File: config.mk
export PLATFORM = sky130hd
export DESIGN_NAME = harq_receive_process_core_flat
export DESIGN_NICKNAME = d
export VERILOG_FILES = /design/src/hw/rtl/harq_rp_pkg.sv /design/src/hw/rtl/harq_rp_ifs.sv /design/src/hw/rtl/harq_receive_process_core.sv /design/src/hw/rtl/harq_rp_ctrl.sv /design/src/hw/rtl/harq_rp_dp.sv /design/src/flat_wrapper.sv
export SDC_FILE = /design/constraint.sdc
export NUM_CORES = 1
export LEC_CHECK = 0
export BUFFER_PORTS_ARGS = -buffer_cell sky130_fd_sc_hd__buf_2
export CELL_PAD_IN_SITES_DETAIL_PLACEMENT = 1
export CELL_PAD_IN_SITES_GLOBAL_PLACEMENT = 2
export CORE_MARGIN = 2
export CORE_UTILIZATION = 43
export CTS_CLUSTER_SIZE = 16
export DETAILED_ROUTE_END_ITERATION = 8
export PLACE_DENSITY_LB_ADDON = 0.1
export SYNTH_ARGS = -nofsm -noshare
export SYNTH_HDL_FRONTEND = slang
export SYNTH_HIERARCHICAL = 1
export SYNTH_SLANG_ARGS = --single-unit
File: constraint.sdc
create_clock -name clk -period 10.7 [get_ports clk]
set_input_delay 0.535 -clock clk [delete_from_list [all_inputs] [get_ports clk]]
set_output_delay 0.535 -clock clk [all_outputs]
set_load 0.03 [all_outputs]
File: src/hw/rtl/harq_rp_pkg.sv
package harq_rp_pkg;

  localparam int NUM_CODEWORDS_DEF = 2;

  localparam int TAG_W   = 32;
  localparam int BYTES_W = 16;
  localparam int TIME_W  = 32;
  localparam int CNT_W   = 4;
  localparam int EVAL_W  = 16;
  localparam int PID_W   = 4;
  localparam int CFG_IDX_W  = 2;
  localparam int CFG_DATA_W = 16;

  // opcodes
  localparam logic [1:0] OP_INSERT   = 2'd0;
  localparam logic [1:0] OP_POLL     = 2'd1;
  localparam logic [1:0] OP_FEEDBACK = 2'd2;
  localparam logic [1:0] OP_EXTRACT  = 2'd3;

  // slot states
  localparam logic [1:0] SLOT_EMPTY   = 2'd0;
  localparam logic [1:0] SLOT_EVAL    = 2'd1;
  localparam logic [1:0] SLOT_CORRECT = 2'd2;
  localparam logic [1:0] SLOT_CORRUPT = 2'd3;

  // error codes
  localparam logic [2:0] ERR_OK          = 3'd0;
  localparam logic [2:0] ERR_NEW_BUSY    = 3'd1;
  localparam logic [2:0] ERR_RETX_BUSY   = 3'd2;
  localparam logic [2:0] ERR_NOT_EVAL    = 3'd3;
  localparam logic [2:0] ERR_NOT_CORRECT = 3'd4;

  // configuration register indexes
  localparam logic [CFG_IDX_W-1:0] CFG_MAX_RETX  = 2'd0;
  localparam logic [CFG_IDX_W-1:0] CFG_EVAL_INTV = 2'd1;
  localparam logic [CFG_IDX_W-1:0] CFG_PROC_ID   = 2'd2;

  localparam logic [CNT_W-1:0]  MAX_RETX_RST  = 4'd3;
  localparam logic [EVAL_W-1:0] EVAL_INTV_RST = 16'd3;
  localparam logic [PID_W-1:0]  PROC_ID_RST   = 4'd0;
  localparam logic [CNT_W-1:0]  TX_SAT        = 4'd15;

  typedef struct packed {
    logic [1:0]         opcode;
    logic               codeword;
    logic               new_data;
    logic               decode_ok;
    logic [TAG_W-1:0]   pdu_tag;
    logic [BYTES_W-1:0] pdu_bytes;
    logic [TIME_W-1:0]  now_time;
  } item_t;

  typedef struct packed {
    logic [2:0]         error_code;
    logic [1:0]         slot_state;
    logic               evaluated;
    logic               ack;
    logic               purged;
    logic [PID_W-1:0]   fb_process;
    logic [TAG_W-1:0]   out_tag;
    logic [BYTES_W-1:0] out_bytes;
    logic [CNT_W-1:0]   tx_count;
  } result_t;

  typedef struct packed {
    logic load_in;   // latch accepted input beat
    logic commit;    // update slot state and load result register
  } cmd_t;

  typedef struct packed {
    logic                  wr;
    logic [CFG_IDX_W-1:0]  index;
    logic [CFG_DATA_W-1:0] data;
  } cfg_wr_t;

endpackage

File: src/hw/rtl/harq_rp_ifs.sv
interface harq_rp_in_if;
  logic                              valid;
  logic                              ready;
  logic [1:0]                        opcode;
  logic                              codeword;
  logic                              new_data;
  logic                              decode_ok;
  logic [harq_rp_pkg::TAG_W-1:0]     pdu_tag;
  logic [harq_rp_pkg::BYTES_W-1:0]   pdu_bytes;
  logic [harq_rp_pkg::TIME_W-1:0]    now_time;

  modport source (output valid, opcode, codeword, new_data, decode_ok, pdu_tag, pdu_bytes,
                  now_time, input ready);
  modport sink (input valid, opcode, codeword, new_data, decode_ok, pdu_tag, pdu_bytes,
                now_time, output ready);
endinterface

interface harq_rp_out_if;
  logic                              valid;
  logic                              ready;
  logic [2:0]                        error_code;
  logic [1:0]                        slot_state;
  logic                              evaluated;
  logic                              ack;
  logic                              purged;
  logic [harq_rp_pkg::PID_W-1:0]     fb_process;
  logic [harq_rp_pkg::TAG_W-1:0]     out_tag;
  logic [harq_rp_pkg::BYTES_W-1:0]   out_bytes;
  logic [harq_rp_pkg::CNT_W-1:0]     tx_count;

  modport source (output valid, error_code, slot_state, evaluated, ack, purged, fb_process,
                  out_tag, out_bytes, tx_count, input ready);
  modport sink (input valid, error_code, slot_state, evaluated, ack, purged, fb_process,
                out_tag, out_bytes, tx_count, output ready);
endinterface

interface harq_rp_cfg_if;
  logic                                 valid;
  logic                                 ready;
  logic [harq_rp_pkg::CFG_IDX_W-1:0]    index;
  logic [harq_rp_pkg::CFG_DATA_W-1:0]   data;

  modport source (output valid, index, data, input ready);
  modport sink (input valid, index, data, output ready);
endinterface

File: src/hw/rtl/harq_receive_process_core.sv
// HARQ receive process with NUM_CODEWORDS codeword slots.
// in_ch  : operation beats (insert, poll, feedback, extract) on a valid/ready channel.
// out_ch : exactly one result beat per accepted operation, in order.
// cfg_ch : register writes (0 max_retx, 1 eval_interval, 2 process_id), always ready;
//          write only while no operation is outstanding.
// The input register takes a beat; the execute state then does the slot read-modify-write
// and loads the result register, from which the result is presented. Execute waits
// while the result register still holds a result that the receiver has not taken.
// One operation is in flight at a time; in_ch.ready is low while it executes.
// When the receiver stalls, the finished result waits in the result register and
// a new beat is still accepted; that beat then waits in execute until the
// result register drains.
// Reset (rst_n low, synchronous): all slots empty, arrival times and decode results
// zero, transmission count zero, registers to max_retx 3, eval_interval 3,
// process_id 0. Stored tags and byte counts are only read after an insert.
module harq_receive_process_core #(
  parameter int NUM_CODEWORDS = harq_rp_pkg::NUM_CODEWORDS_DEF
) (
  input  logic               clk,
  input  logic               rst_n,
  harq_rp_in_if.sink         in_ch,
  harq_rp_out_if.source      out_ch,
  harq_rp_cfg_if.sink        cfg_ch
);

  harq_rp_pkg::cmd_t    cmd;
  harq_rp_pkg::item_t   item;
  harq_rp_pkg::result_t res;
  harq_rp_pkg::cfg_wr_t cfg_wr;

  assign cfg_ch.ready = 1'b1;

  always_comb begin
    item.opcode    = in_ch.opcode;
    item.codeword  = in_ch.codeword;
    item.new_data  = in_ch.new_data;
    item.decode_ok = in_ch.decode_ok;
    item.pdu_tag   = in_ch.pdu_tag;
    item.pdu_bytes = in_ch.pdu_bytes;
    item.now_time  = in_ch.now_time;
    cfg_wr.wr      = cfg_ch.valid;
    cfg_wr.index   = cfg_ch.index;
    cfg_wr.data    = cfg_ch.data;
  end

  harq_rp_ctrl u_ctrl (
    .clk       (clk),
    .rst_n     (rst_n),
    .in_valid  (in_ch.valid),
    .in_ready  (in_ch.ready),
    .out_valid (out_ch.valid),
    .out_ready (out_ch.ready),
    .cmd       (cmd)
  );

  harq_rp_dp #(
    .NUM_CODEWORDS (NUM_CODEWORDS)
  ) u_dp (
    .clk    (clk),
    .rst_n  (rst_n),
    .cmd    (cmd),
    .item   (item),
    .cfg_wr (cfg_wr),
    .res    (res)
  );

  assign out_ch.error_code = res.error_code;
  assign out_ch.slot_state = res.slot_state;
  assign out_ch.evaluated  = res.evaluated;
  assign out_ch.ack        = res.ack;
  assign out_ch.purged     = res.purged;
  assign out_ch.fb_process = res.fb_process;
  assign out_ch.out_tag    = res.out_tag;
  assign out_ch.out_bytes  = res.out_bytes;
  assign out_ch.tx_count   = res.tx_count;

  a_one_in_flight: assert property (@(posedge clk) disable iff (!rst_n)
    in_ch.valid && in_ch.ready |=> !in_ch.ready)
    else $error("input accepted while an operation executes");

  a_purge_clears: assert property (@(posedge clk) disable iff (!rst_n)
    out_ch.valid && out_ch.purged |->
      out_ch.slot_state == harq_rp_pkg::SLOT_EMPTY && out_ch.tx_count == '0)
    else $error("purge left slot or count set");

  a_error_quiet: assert property (@(posedge clk) disable iff (!rst_n)
    out_ch.valid && out_ch.error_code != harq_rp_pkg::ERR_OK |->
      !out_ch.ack && !out_ch.purged && out_ch.out_tag == '0)
    else $error("failed operation produced feedback");

  a_eval_state: assert property (@(posedge clk) disable iff (!rst_n)
    out_ch.valid && out_ch.evaluated |-> out_ch.slot_state == harq_rp_pkg::SLOT_EVAL)
    else $error("evaluated flag outside evaluating state");

endmodule

File: src/hw/rtl/harq_rp_ctrl.sv
module harq_rp_ctrl (
  input  logic                clk,
  input  logic                rst_n,
  input  logic                in_valid,
  output logic                in_ready,
  output logic                out_valid,
  input  logic                out_ready,
  output harq_rp_pkg::cmd_t   cmd
);

  localparam logic ST_IDLE = 1'b0;
  localparam logic ST_EXEC = 1'b1;

  logic state_r, state_nxt;
  logic out_valid_r, out_valid_nxt;
  logic can_commit;

  assign in_ready   = (state_r == ST_IDLE);
  assign out_valid  = out_valid_r;
  // result register is free when empty or drained this cycle
  assign can_commit = (state_r == ST_EXEC) && (!out_valid_r || out_ready);

  always_comb begin
    cmd.load_in = in_valid && in_ready;
    cmd.commit  = can_commit;
  end

  always_comb begin
    state_nxt = state_r;
    unique case (state_r)
      ST_IDLE: if (in_valid) state_nxt = ST_EXEC;
      ST_EXEC: if (can_commit) state_nxt = ST_IDLE;
      default: state_nxt = ST_IDLE;
    endcase
  end

  always_comb begin
    priority if (can_commit) begin
      out_valid_nxt = 1'b1;
    end else if (out_ready) begin
      out_valid_nxt = 1'b0;
    end else begin
      out_valid_nxt = out_valid_r;
    end
  end

  always_ff @(posedge clk) begin
    if (!rst_n) begin
      state_r     <= ST_IDLE;
      out_valid_r <= 1'b0;
    end else begin
      state_r     <= state_nxt;
      out_valid_r <= out_valid_nxt;
    end
  end

endmodule

File: src/hw/rtl/harq_rp_dp.sv
module harq_rp_dp #(
  parameter int NUM_CODEWORDS = harq_rp_pkg::NUM_CODEWORDS_DEF
) (
  input  logic                  clk,
  input  logic                  rst_n,
  input  harq_rp_pkg::cmd_t     cmd,
  input  harq_rp_pkg::item_t    item,
  input  harq_rp_pkg::cfg_wr_t  cfg_wr,
  output harq_rp_pkg::result_t  res
);

  localparam int TW = harq_rp_pkg::TIME_W;
  localparam int CW = harq_rp_pkg::CNT_W;

  harq_rp_pkg::item_t   in_r, in_nxt;
  harq_rp_pkg::result_t res_r, res_nxt;

  logic [1:0]                        st_r    [NUM_CODEWORDS];
  logic [1:0]                        st_nxt  [NUM_CODEWORDS];
  logic [TW-1:0]                     arr_r   [NUM_CODEWORDS];
  logic [TW-1:0]                     arr_nxt [NUM_CODEWORDS];
  logic                              dec_r   [NUM_CODEWORDS];
  logic                              dec_nxt [NUM_CODEWORDS];
  logic [harq_rp_pkg::TAG_W-1:0]     tag_r   [NUM_CODEWORDS];
  logic [harq_rp_pkg::TAG_W-1:0]     tag_nxt [NUM_CODEWORDS];
  logic [harq_rp_pkg::BYTES_W-1:0]   bytes_r   [NUM_CODEWORDS];
  logic [harq_rp_pkg::BYTES_W-1:0]   bytes_nxt [NUM_CODEWORDS];
  logic [CW-1:0]                     tx_r, tx_nxt;
  logic [CW-1:0]                     max_retx_r, max_retx_nxt;
  logic [harq_rp_pkg::EVAL_W-1:0]    eval_r, eval_nxt;
  logic [harq_rp_pkg::PID_W-1:0]     pid_r, pid_nxt;

  logic [NUM_CODEWORDS-1:0]          hit;
  logic                              cw_ok;
  logic [1:0]                        cur_st;
  logic [TW-1:0]                     cur_arr;
  logic                              cur_dec;
  logic [harq_rp_pkg::TAG_W-1:0]     cur_tag;
  logic [harq_rp_pkg::BYTES_W-1:0]   cur_bytes;
  logic [TW-1:0]                     age;
  logic                              age_ok;
  logic                              pre_eval;
  logic                              ins_ok, clr, upd;
  logic [1:0]                        new_st;
  logic [CW-1:0]                     tx_op;

  assign res = res_r;

  // slot select
  always_comb begin
    hit       = '0;
    cur_st    = '0;
    cur_arr   = '0;
    cur_dec   = 1'b0;
    cur_tag   = '0;
    cur_bytes = '0;
    for (int i = 0; i < NUM_CODEWORDS; i++) begin
      hit[i] = (int'(in_r.codeword) == i);
      if (hit[i]) begin
        cur_st    = st_r[i];
        cur_arr   = arr_r[i];
        cur_dec   = dec_r[i];
        cur_tag   = tag_r[i];
        cur_bytes = bytes_r[i];
      end
    end
    cw_ok = |hit;
  end

  assign age      = in_r.now_time - cur_arr;
  assign age_ok   = (age >= TW'(eval_r));
  assign pre_eval = (cur_st == harq_rp_pkg::SLOT_EVAL) && age_ok;

  // operation decode
  always_comb begin
    res_nxt = '0;
    ins_ok  = 1'b0;
    clr     = 1'b0;
    new_st  = cur_st;
    tx_op   = tx_r;
    unique case (in_r.opcode)
      harq_rp_pkg::OP_INSERT: begin
        priority if (in_r.new_data && cur_st != harq_rp_pkg::SLOT_EMPTY) begin
          res_nxt.error_code = harq_rp_pkg::ERR_NEW_BUSY;
        end else if (!in_r.new_data && (cur_st == harq_rp_pkg::SLOT_EVAL ||
                                        cur_st == harq_rp_pkg::SLOT_CORRECT)) begin
          res_nxt.error_code = harq_rp_pkg::ERR_RETX_BUSY;
        end else begin
          ins_ok = 1'b1;
          new_st = harq_rp_pkg::SLOT_EVAL;
          tx_op  = (tx_r == harq_rp_pkg::TX_SAT) ? tx_r : tx_r + CW'(1);
        end
      end
      harq_rp_pkg::OP_FEEDBACK: begin
        if (!pre_eval) begin
          res_nxt.error_code = harq_rp_pkg::ERR_NOT_EVAL;
        end else begin
          res_nxt.fb_process = pid_r;
          res_nxt.out_tag    = cur_tag;
          res_nxt.ack        = cur_dec;
          if (cur_dec) begin
            new_st = harq_rp_pkg::SLOT_CORRECT;
          end else if ({1'b0, tx_r} == {1'b0, max_retx_r} + (CW+1)'(1)) begin
            clr            = 1'b1;
            res_nxt.purged = 1'b1;
          end else begin
            new_st = harq_rp_pkg::SLOT_CORRUPT;
          end
        end
      end
      harq_rp_pkg::OP_EXTRACT: begin
        if (cur_st != harq_rp_pkg::SLOT_CORRECT) begin
          res_nxt.error_code = harq_rp_pkg::ERR_NOT_CORRECT;
        end else begin
          res_nxt.out_tag = cur_tag;
          clr             = 1'b1;
        end
      end
      harq_rp_pkg::OP_POLL: begin
      end
      default: begin
      end
    endcase
    if (clr) begin
      new_st = harq_rp_pkg::SLOT_EMPTY;
      tx_op  = '0;
    end
    res_nxt.slot_state = new_st;
    res_nxt.tx_count   = tx_op;
    // fresh insert has zero age
    res_nxt.evaluated  = (new_st == harq_rp_pkg::SLOT_EVAL) &&
                         (ins_ok ? (eval_r == '0) : age_ok);
    res_nxt.out_bytes  = (new_st == harq_rp_pkg::SLOT_EMPTY) ? '0 :
                         (ins_ok ? in_r.pdu_bytes : cur_bytes);
    if (!cw_ok) begin
      res_nxt = '0;
    end
  end

  assign upd = cmd.commit && cw_ok;

  always_comb begin
    in_nxt = cmd.load_in ? item : in_r;
    tx_nxt = upd ? tx_op : tx_r;
    for (int i = 0; i < NUM_CODEWORDS; i++) begin
      st_nxt[i]    = st_r[i];
      arr_nxt[i]   = arr_r[i];
      dec_nxt[i]   = dec_r[i];
      tag_nxt[i]   = tag_r[i];
      bytes_nxt[i] = bytes_r[i];
      if (upd && hit[i]) begin
        st_nxt[i] = new_st;
        if (ins_ok) begin
          arr_nxt[i]   = in_r.now_time;
          dec_nxt[i]   = in_r.decode_ok;
          tag_nxt[i]   = in_r.pdu_tag;
          bytes_nxt[i] = in_r.pdu_bytes;
        end else if (clr) begin
          arr_nxt[i] = '0;
          dec_nxt[i] = 1'b0;
        end
      end
    end
  end

  always_comb begin
    max_retx_nxt = max_retx_r;
    eval_nxt     = eval_r;
    pid_nxt      = pid_r;
    if (cfg_wr.wr) begin
      unique case (cfg_wr.index)
        harq_rp_pkg::CFG_MAX_RETX:  max_retx_nxt = cfg_wr.data[CW-1:0];
        harq_rp_pkg::CFG_EVAL_INTV: eval_nxt     = cfg_wr.data[harq_rp_pkg::EVAL_W-1:0];
        harq_rp_pkg::CFG_PROC_ID:   pid_nxt      = cfg_wr.data[harq_rp_pkg::PID_W-1:0];
        default: begin
        end
      endcase
    end
  end

  always_ff @(posedge clk) begin
    if (!rst_n) begin
      tx_r       <= '0;
      max_retx_r <= harq_rp_pkg::MAX_RETX_RST;
      eval_r     <= harq_rp_pkg::EVAL_INTV_RST;
      pid_r      <= harq_rp_pkg::PROC_ID_RST;
      for (int i = 0; i < NUM_CODEWORDS; i++) begin
        st_r[i]  <= harq_rp_pkg::SLOT_EMPTY;
        arr_r[i] <= '0;
        dec_r[i] <= 1'b0;
      end
    end else begin
      tx_r       <= tx_nxt;
      max_retx_r <= max_retx_nxt;
      eval_r     <= eval_nxt;
      pid_r      <= pid_nxt;
      for (int i = 0; i < NUM_CODEWORDS; i++) begin
        st_r[i]  <= st_nxt[i];
        arr_r[i] <= arr_nxt[i];
        dec_r[i] <= dec_nxt[i];
      end
    end
  end

  always_ff @(posedge clk) begin
    in_r <= in_nxt;
    if (cmd.commit) begin
      res_r <= res_nxt;
    end
    for (int i = 0; i < NUM_CODEWORDS; i++) begin
      tag_r[i]   <= tag_nxt[i];
      bytes_r[i] <= bytes_nxt[i];
    end
  end

endmodule

File: src/flat_wrapper.sv
// flat-port wrapper written by rule: the top's interface ports become plain ports
module harq_receive_process_core_flat 
#(
  parameter int NUM_CODEWORDS = harq_rp_pkg::NUM_CODEWORDS_DEF
)
  (clk, rst_n, in_ch_valid, in_ch_opcode, in_ch_codeword, in_ch_new_data, in_ch_decode_ok, in_ch_pdu_tag, in_ch_pdu_bytes, in_ch_now_time, in_ch_ready, out_ch_valid, out_ch_error_code, out_ch_slot_state, out_ch_evaluated, out_ch_ack, out_ch_purged, out_ch_fb_process, out_ch_out_tag, out_ch_out_bytes, out_ch_tx_count, out_ch_ready, cfg_ch_valid, cfg_ch_index, cfg_ch_data, cfg_ch_ready);
  harq_rp_in_if in_ch_i ();
  harq_rp_out_if out_ch_i ();
  harq_rp_cfg_if cfg_ch_i ();
  input  logic clk;
  input  logic rst_n;
  input wire logic [$bits(in_ch_i.valid)-1:0] in_ch_valid;
  input wire logic [$bits(in_ch_i.opcode)-1:0] in_ch_opcode;
  input wire logic [$bits(in_ch_i.codeword)-1:0] in_ch_codeword;
  input wire logic [$bits(in_ch_i.new_data)-1:0] in_ch_new_data;
  input wire logic [$bits(in_ch_i.decode_ok)-1:0] in_ch_decode_ok;
  input wire logic [$bits(in_ch_i.pdu_tag)-1:0] in_ch_pdu_tag;
  input wire logic [$bits(in_ch_i.pdu_bytes)-1:0] in_ch_pdu_bytes;
  input wire logic [$bits(in_ch_i.now_time)-1:0] in_ch_now_time;
  output wire logic [$bits(in_ch_i.ready)-1:0] in_ch_ready;
  output wire logic [$bits(out_ch_i.valid)-1:0] out_ch_valid;
  output wire logic [$bits(out_ch_i.error_code)-1:0] out_ch_error_code;
  output wire logic [$bits(out_ch_i.slot_state)-1:0] out_ch_slot_state;
  output wire logic [$bits(out_ch_i.evaluated)-1:0] out_ch_evaluated;
  output wire logic [$bits(out_ch_i.ack)-1:0] out_ch_ack;
  output wire logic [$bits(out_ch_i.purged)-1:0] out_ch_purged;
  output wire logic [$bits(out_ch_i.fb_process)-1:0] out_ch_fb_process;
  output wire logic [$bits(out_ch_i.out_tag)-1:0] out_ch_out_tag;
  output wire logic [$bits(out_ch_i.out_bytes)-1:0] out_ch_out_bytes;
  output wire logic [$bits(out_ch_i.tx_count)-1:0] out_ch_tx_count;
  input wire logic [$bits(out_ch_i.ready)-1:0] out_ch_ready;
  input wire logic [$bits(cfg_ch_i.valid)-1:0] cfg_ch_valid;
  input wire logic [$bits(cfg_ch_i.index)-1:0] cfg_ch_index;
  input wire logic [$bits(cfg_ch_i.data)-1:0] cfg_ch_data;
  output wire logic [$bits(cfg_ch_i.ready)-1:0] cfg_ch_ready;
  assign in_ch_i.valid = in_ch_valid;
  assign in_ch_i.opcode = in_ch_opcode;
  assign in_ch_i.codeword = in_ch_codeword;
  assign in_ch_i.new_data = in_ch_new_data;
  assign in_ch_i.decode_ok = in_ch_decode_ok;
  assign in_ch_i.pdu_tag = in_ch_pdu_tag;
  assign in_ch_i.pdu_bytes = in_ch_pdu_bytes;
  assign in_ch_i.now_time = in_ch_now_time;
  assign in_ch_ready = in_ch_i.ready;
  assign out_ch_valid = out_ch_i.valid;
  assign out_ch_error_code = out_ch_i.error_code;
  assign out_ch_slot_state = out_ch_i.slot_state;
  assign out_ch_evaluated = out_ch_i.evaluated;
  assign out_ch_ack = out_ch_i.ack;
  assign out_ch_purged = out_ch_i.purged;
  assign out_ch_fb_process = out_ch_i.fb_process;
  assign out_ch_out_tag = out_ch_i.out_tag;
  assign out_ch_out_bytes = out_ch_i.out_bytes;
  assign out_ch_tx_count = out_ch_i.tx_count;
  assign out_ch_i.ready = out_ch_ready;
  assign cfg_ch_i.valid = cfg_ch_valid;
  assign cfg_ch_i.index = cfg_ch_index;
  assign cfg_ch_i.data = cfg_ch_data;
  assign cfg_ch_ready = cfg_ch_i.ready;
  harq_receive_process_core #(.NUM_CODEWORDS(NUM_CODEWORDS)) u_core (.clk(clk), .rst_n(rst_n), .in_ch(in_ch_i), .out_ch(out_ch_i), .cfg_ch(cfg_ch_i));
endmodule
==> flow_summary.yaml <==
run_status:
  status: "completed"
power:
  finalPower_mw: 3.10
  leakagePower_nw: 6.73
  combPwrFrac_pct: 9.7
  power.switching_mw: 0.733
  swShare_pct: 23.6
  powerDensity_mw_per_mm2: 175
  ir_drop_mv: 0.133
  seq_power_share_pct: 48.6
  clkPwrFrac_pct: 41.7
  intPower_mw: 2.37
worst_setup_path:
  reg2reg_from: "u_core/u_dp/hit[1]"
  worstSetupPathType: "flop to flop"
  cp_slowest_stage_delay_ps: 410
  slowest_stage: "a2111oi_0"
  worst_setup_path_end_kind: "flop"
  crit_start: "u_core/u_dp/hit[1]"
  crit_required_ps: 10970
  cp_num_buf_inv: 2
  startpoint_type: "flop"
  crit_fanout: 32
  arrival_ps: 6090
  critPathTopFamily: "simple AND/OR/NAND/NOR gates"
  cpMostUsedCell: "nor2_1"
  path_cells: "buf_4 -> mux2_2 -> ha_1 -> fa_1 -> nand2b_1 -> a21oi_2 -> o21ai_1 -> nand2_1 -> nor2_1 -> xnor2_1 -> ha_1 -> nand4_1 -> or3_1 -> o22ai_1 -> nor4_1 -> o2111ai_1 -> a2111oi_0 -> nand4_1 -> nor4_4 -> nor2_1 -> nor2_2 -> buf_4 -> nor2_1"
layout:
  final_layout_size_suffix_gt1_share_pct: 18.7
  final_net_count: 1544
  area_growth_pct: 16.6
  finalNonFillerCells: 1867
yosys:
  synth_nets: 1381
  synth_cells: 1218
  yosys_register_bits: 345
  synthArstFlopShare_pct: 0
  synth_flop_cell: "edfxtp_1"
  syn_area_per_cell_um2: 12.5
  ys_seq_area_share_pct: 61.6
  synth_area_mm2: 0.0152
  synth_top_area_cell: "edfxtp_1"
  synth_top_area_share_pct: 48.4
  synth_cell_types: 70
  synth_edf_count: 245
  ys_warn_count: 6
  synthTopCellsByArea: "edfxtp_1, dfxtp_1, mux2i_1, ha_1, a22o_1"
place:
  io_buffers: 173
  hpwl_um: 26500
  place.gp.congestion: 0.916
  place_inst: 1797
drt:
  wl_um: 39000
  routedWlPerCell_um: 20.9
  drc: 0
  drtPass1Iterations: 4
  ant_nets: 0
  first_iter_violations: 415
  num_vias: 10270
  vias_per_cell: 5.50
floorplan:
  rows: 68
  die_h_um: 192
  core_area_mm2: 0.0347
  die-area_mm2: 0.0369
  fp.dieW_um: 192
  start_util_pct: 43.8
  num_io_pins: 175
global_routing:
  grt_max_degree: 72
  grt.overflow.total: 0
  grt_pass1_vias: 10602
  grt_pass1_wl_um: 60400
  antenna_found_initial: 2
  track_usage_pct: 21.3
sta:
  setup_viol: 0
  slew_viol_final: 0
  worstMarginPinSlew_ps: 1010
  finalCritPeriodShare_pct: 54.4
  rsz0062_at_grt: "false"
  skew_ps: 11.9
  tns_ps: 0
  fmax_mhz: 172
  hold_violations: 0
  fin_crit_ps: 5820
  max_slew_margin_pct: 32.2
clocking:
  cts_buffers: 37
  htree_levels: 2
  cts_tree: "built"
  ctsRootBufferMaster: "clkbuf_16"
  cts_setup_buffers: 0
  cts_buffer_depth: 3
  clock_latency_ps: 540
  ctsResizeCount: 0
  cts.sinks: 345
  cts-hold-fix-buffers: 0
  clk_pin_slew_ps: 60
worst_hold_path:
  hp-class: "input pin to flop"
  hp-start: "in_ch_now_time[8]"
flow_run:
  max_cap_violations: 0
final cells by class:
type	count	area, µm²
inverters	28	105
fillers	3632	17000
multi-input cells	786	5520
clock buffers	51	1040
clock inverters	17	186
diodes	2	5.00
flip-flops and latches	345	9360
well taps	455	569
repair buffers	183	941
routing by layer:
metal	vias to the layer above	GRT usage [%]	share of wire (%)
met5	-	0	0.033
met2	195	36.2	49
met4	2	6.87	2.0
met3	40	2.94	3.6
met1	5119	28.1	46
li1	4914	-	-
synth_stat cells, types with 14 or more instances:
cell / count
o21ai_0: 31
a211oi_1: 23
dfxtp_1: 100
nor3_1: 16
a22o_1: 66
a21oi_1: 51
nor2b_1: 16
ha_1: 54
edfxtp_1: 245
a21boi_0: 14
nand3_1: 20
nor2_1: 105
nand4_1: 15
o21ai_1: 14
buf_2: 19
nand2_1: 91
nand2b_1: 14
a21o_1: 15
clkbuf_1: 31
inv_1: 28
mux2i_1: 95
power by group through the flow:
stage                     clock (mW)  sequential, mW  combinational (mW)
after floorplan                    0            1.55               0.178
after global placement             0            1.53               0.295
after detailed placement           0            1.53               0.299
after CTS                       1.33            1.51               0.301
after global routing            1.38            1.51               0.329
final                           1.29            1.51               0.300
per-stage QoR:
stage | utilization [%] | hold WS, ps | instance area (µm²) | worst slack (ps)
floorplan | - | 421 | 15200 | 5040
global placement | 47.5 | 422 | 16500 | 5020
detailed placement | 47.5 | 433 | 16500 | 4920
CTS | 51.0 | 135 | 17700 | 4910
global route | 51.1 | 146 | 17700 | 4400
finish | 51.1 | 169 | 17700 | 4880
path summary, 6_finish.rpt:
check	endpoint	slack (ps)	cells past startpoint
min reg2reg	u_core/u_dp/tag_r[0][4]	440	0
max reg2reg	u_core/u_dp/res[51]	4880	23
min	u_core/u_dp/in_r[8]	170	1
max	u_core/u_dp/res[51]	4880	23
cells in the final DEF (no fill, tap or decap), types with 7 or more instances in the layout:
cell         n
a22o_1      66
nor3_1      16
nand3_1     20
ha_1        54
edfxtp_1   245
nor2_1     101
nand2b_1    14
o21ai_0     31
nand2_1     91
dfxtp_1    100
a21boi_0    14
o21ai_1     14
a21o_1      15
buf_4       10
nor2b_1     14
clkbuf_16   40
inv_1       28
and2_1       7
a211oi_1    23
xnor2_1     13
a21oi_1     51
nand4_1     15
o211ai_1    10
o21a_1      13
clkinv_2     7
mux2i_1     95
xor2_1      10
a31oi_1      7
clkbuf_1    11
nor4_1      10
buf_2      173
cell families after synthesis:
family	after synthesis	share of synthesized area [%]
fa+ha+maj	55	4.58
xor+xnor	23	1.33
mux	97	6.40
compound gates	278	13.0
other cells	1	0.0247
buf+inv	87	2.48
simple gates	332	10.6
flops	345	61.6
flip-flops by register name, indices dropped and copies added (netlist names):
name                     count
u_core/u_dp/in_r            84
u_core/u_dp/arr_r           64
u_core/u_dp/res             64
u_core/u_dp/tag_r           64
u_core/u_dp/bytes_r         32
u_core/u_dp/eval_r          16
u_core/u_dp/max_retx_r       4
u_core/u_dp/pid_r            4
u_core/u_dp/st_r             4
u_core/u_dp/tx_r             4
u_core/u_dp/dec_r            2
u_core/u_ctrl/out_valid      1
u_core/u_ctrl/state_r        1
u_core/u_dp/hit              1
worst reg2reg max path, cell delays in order, from the launching register on:
cell and delay, ps:
edfxtp_1 350, buf_4 330, mux2_2 380, ha_1 210
fa_1 390, nand2b_1 190, a21oi_2 220, o21ai_1 190
nand2_1 150, nor2_1 60, xnor2_1 160, ha_1 300
nand4_1 130, or3_1 160, o22ai_1 110, nor4_1 280
o2111ai_1 150, a2111oi_0 410, nand4_1 240, nor4_4 300
nor2_1 210, nor2_2 160, buf_4 350, nor2_1 140
Note: power is estimated with default switching activity, not from simulation.
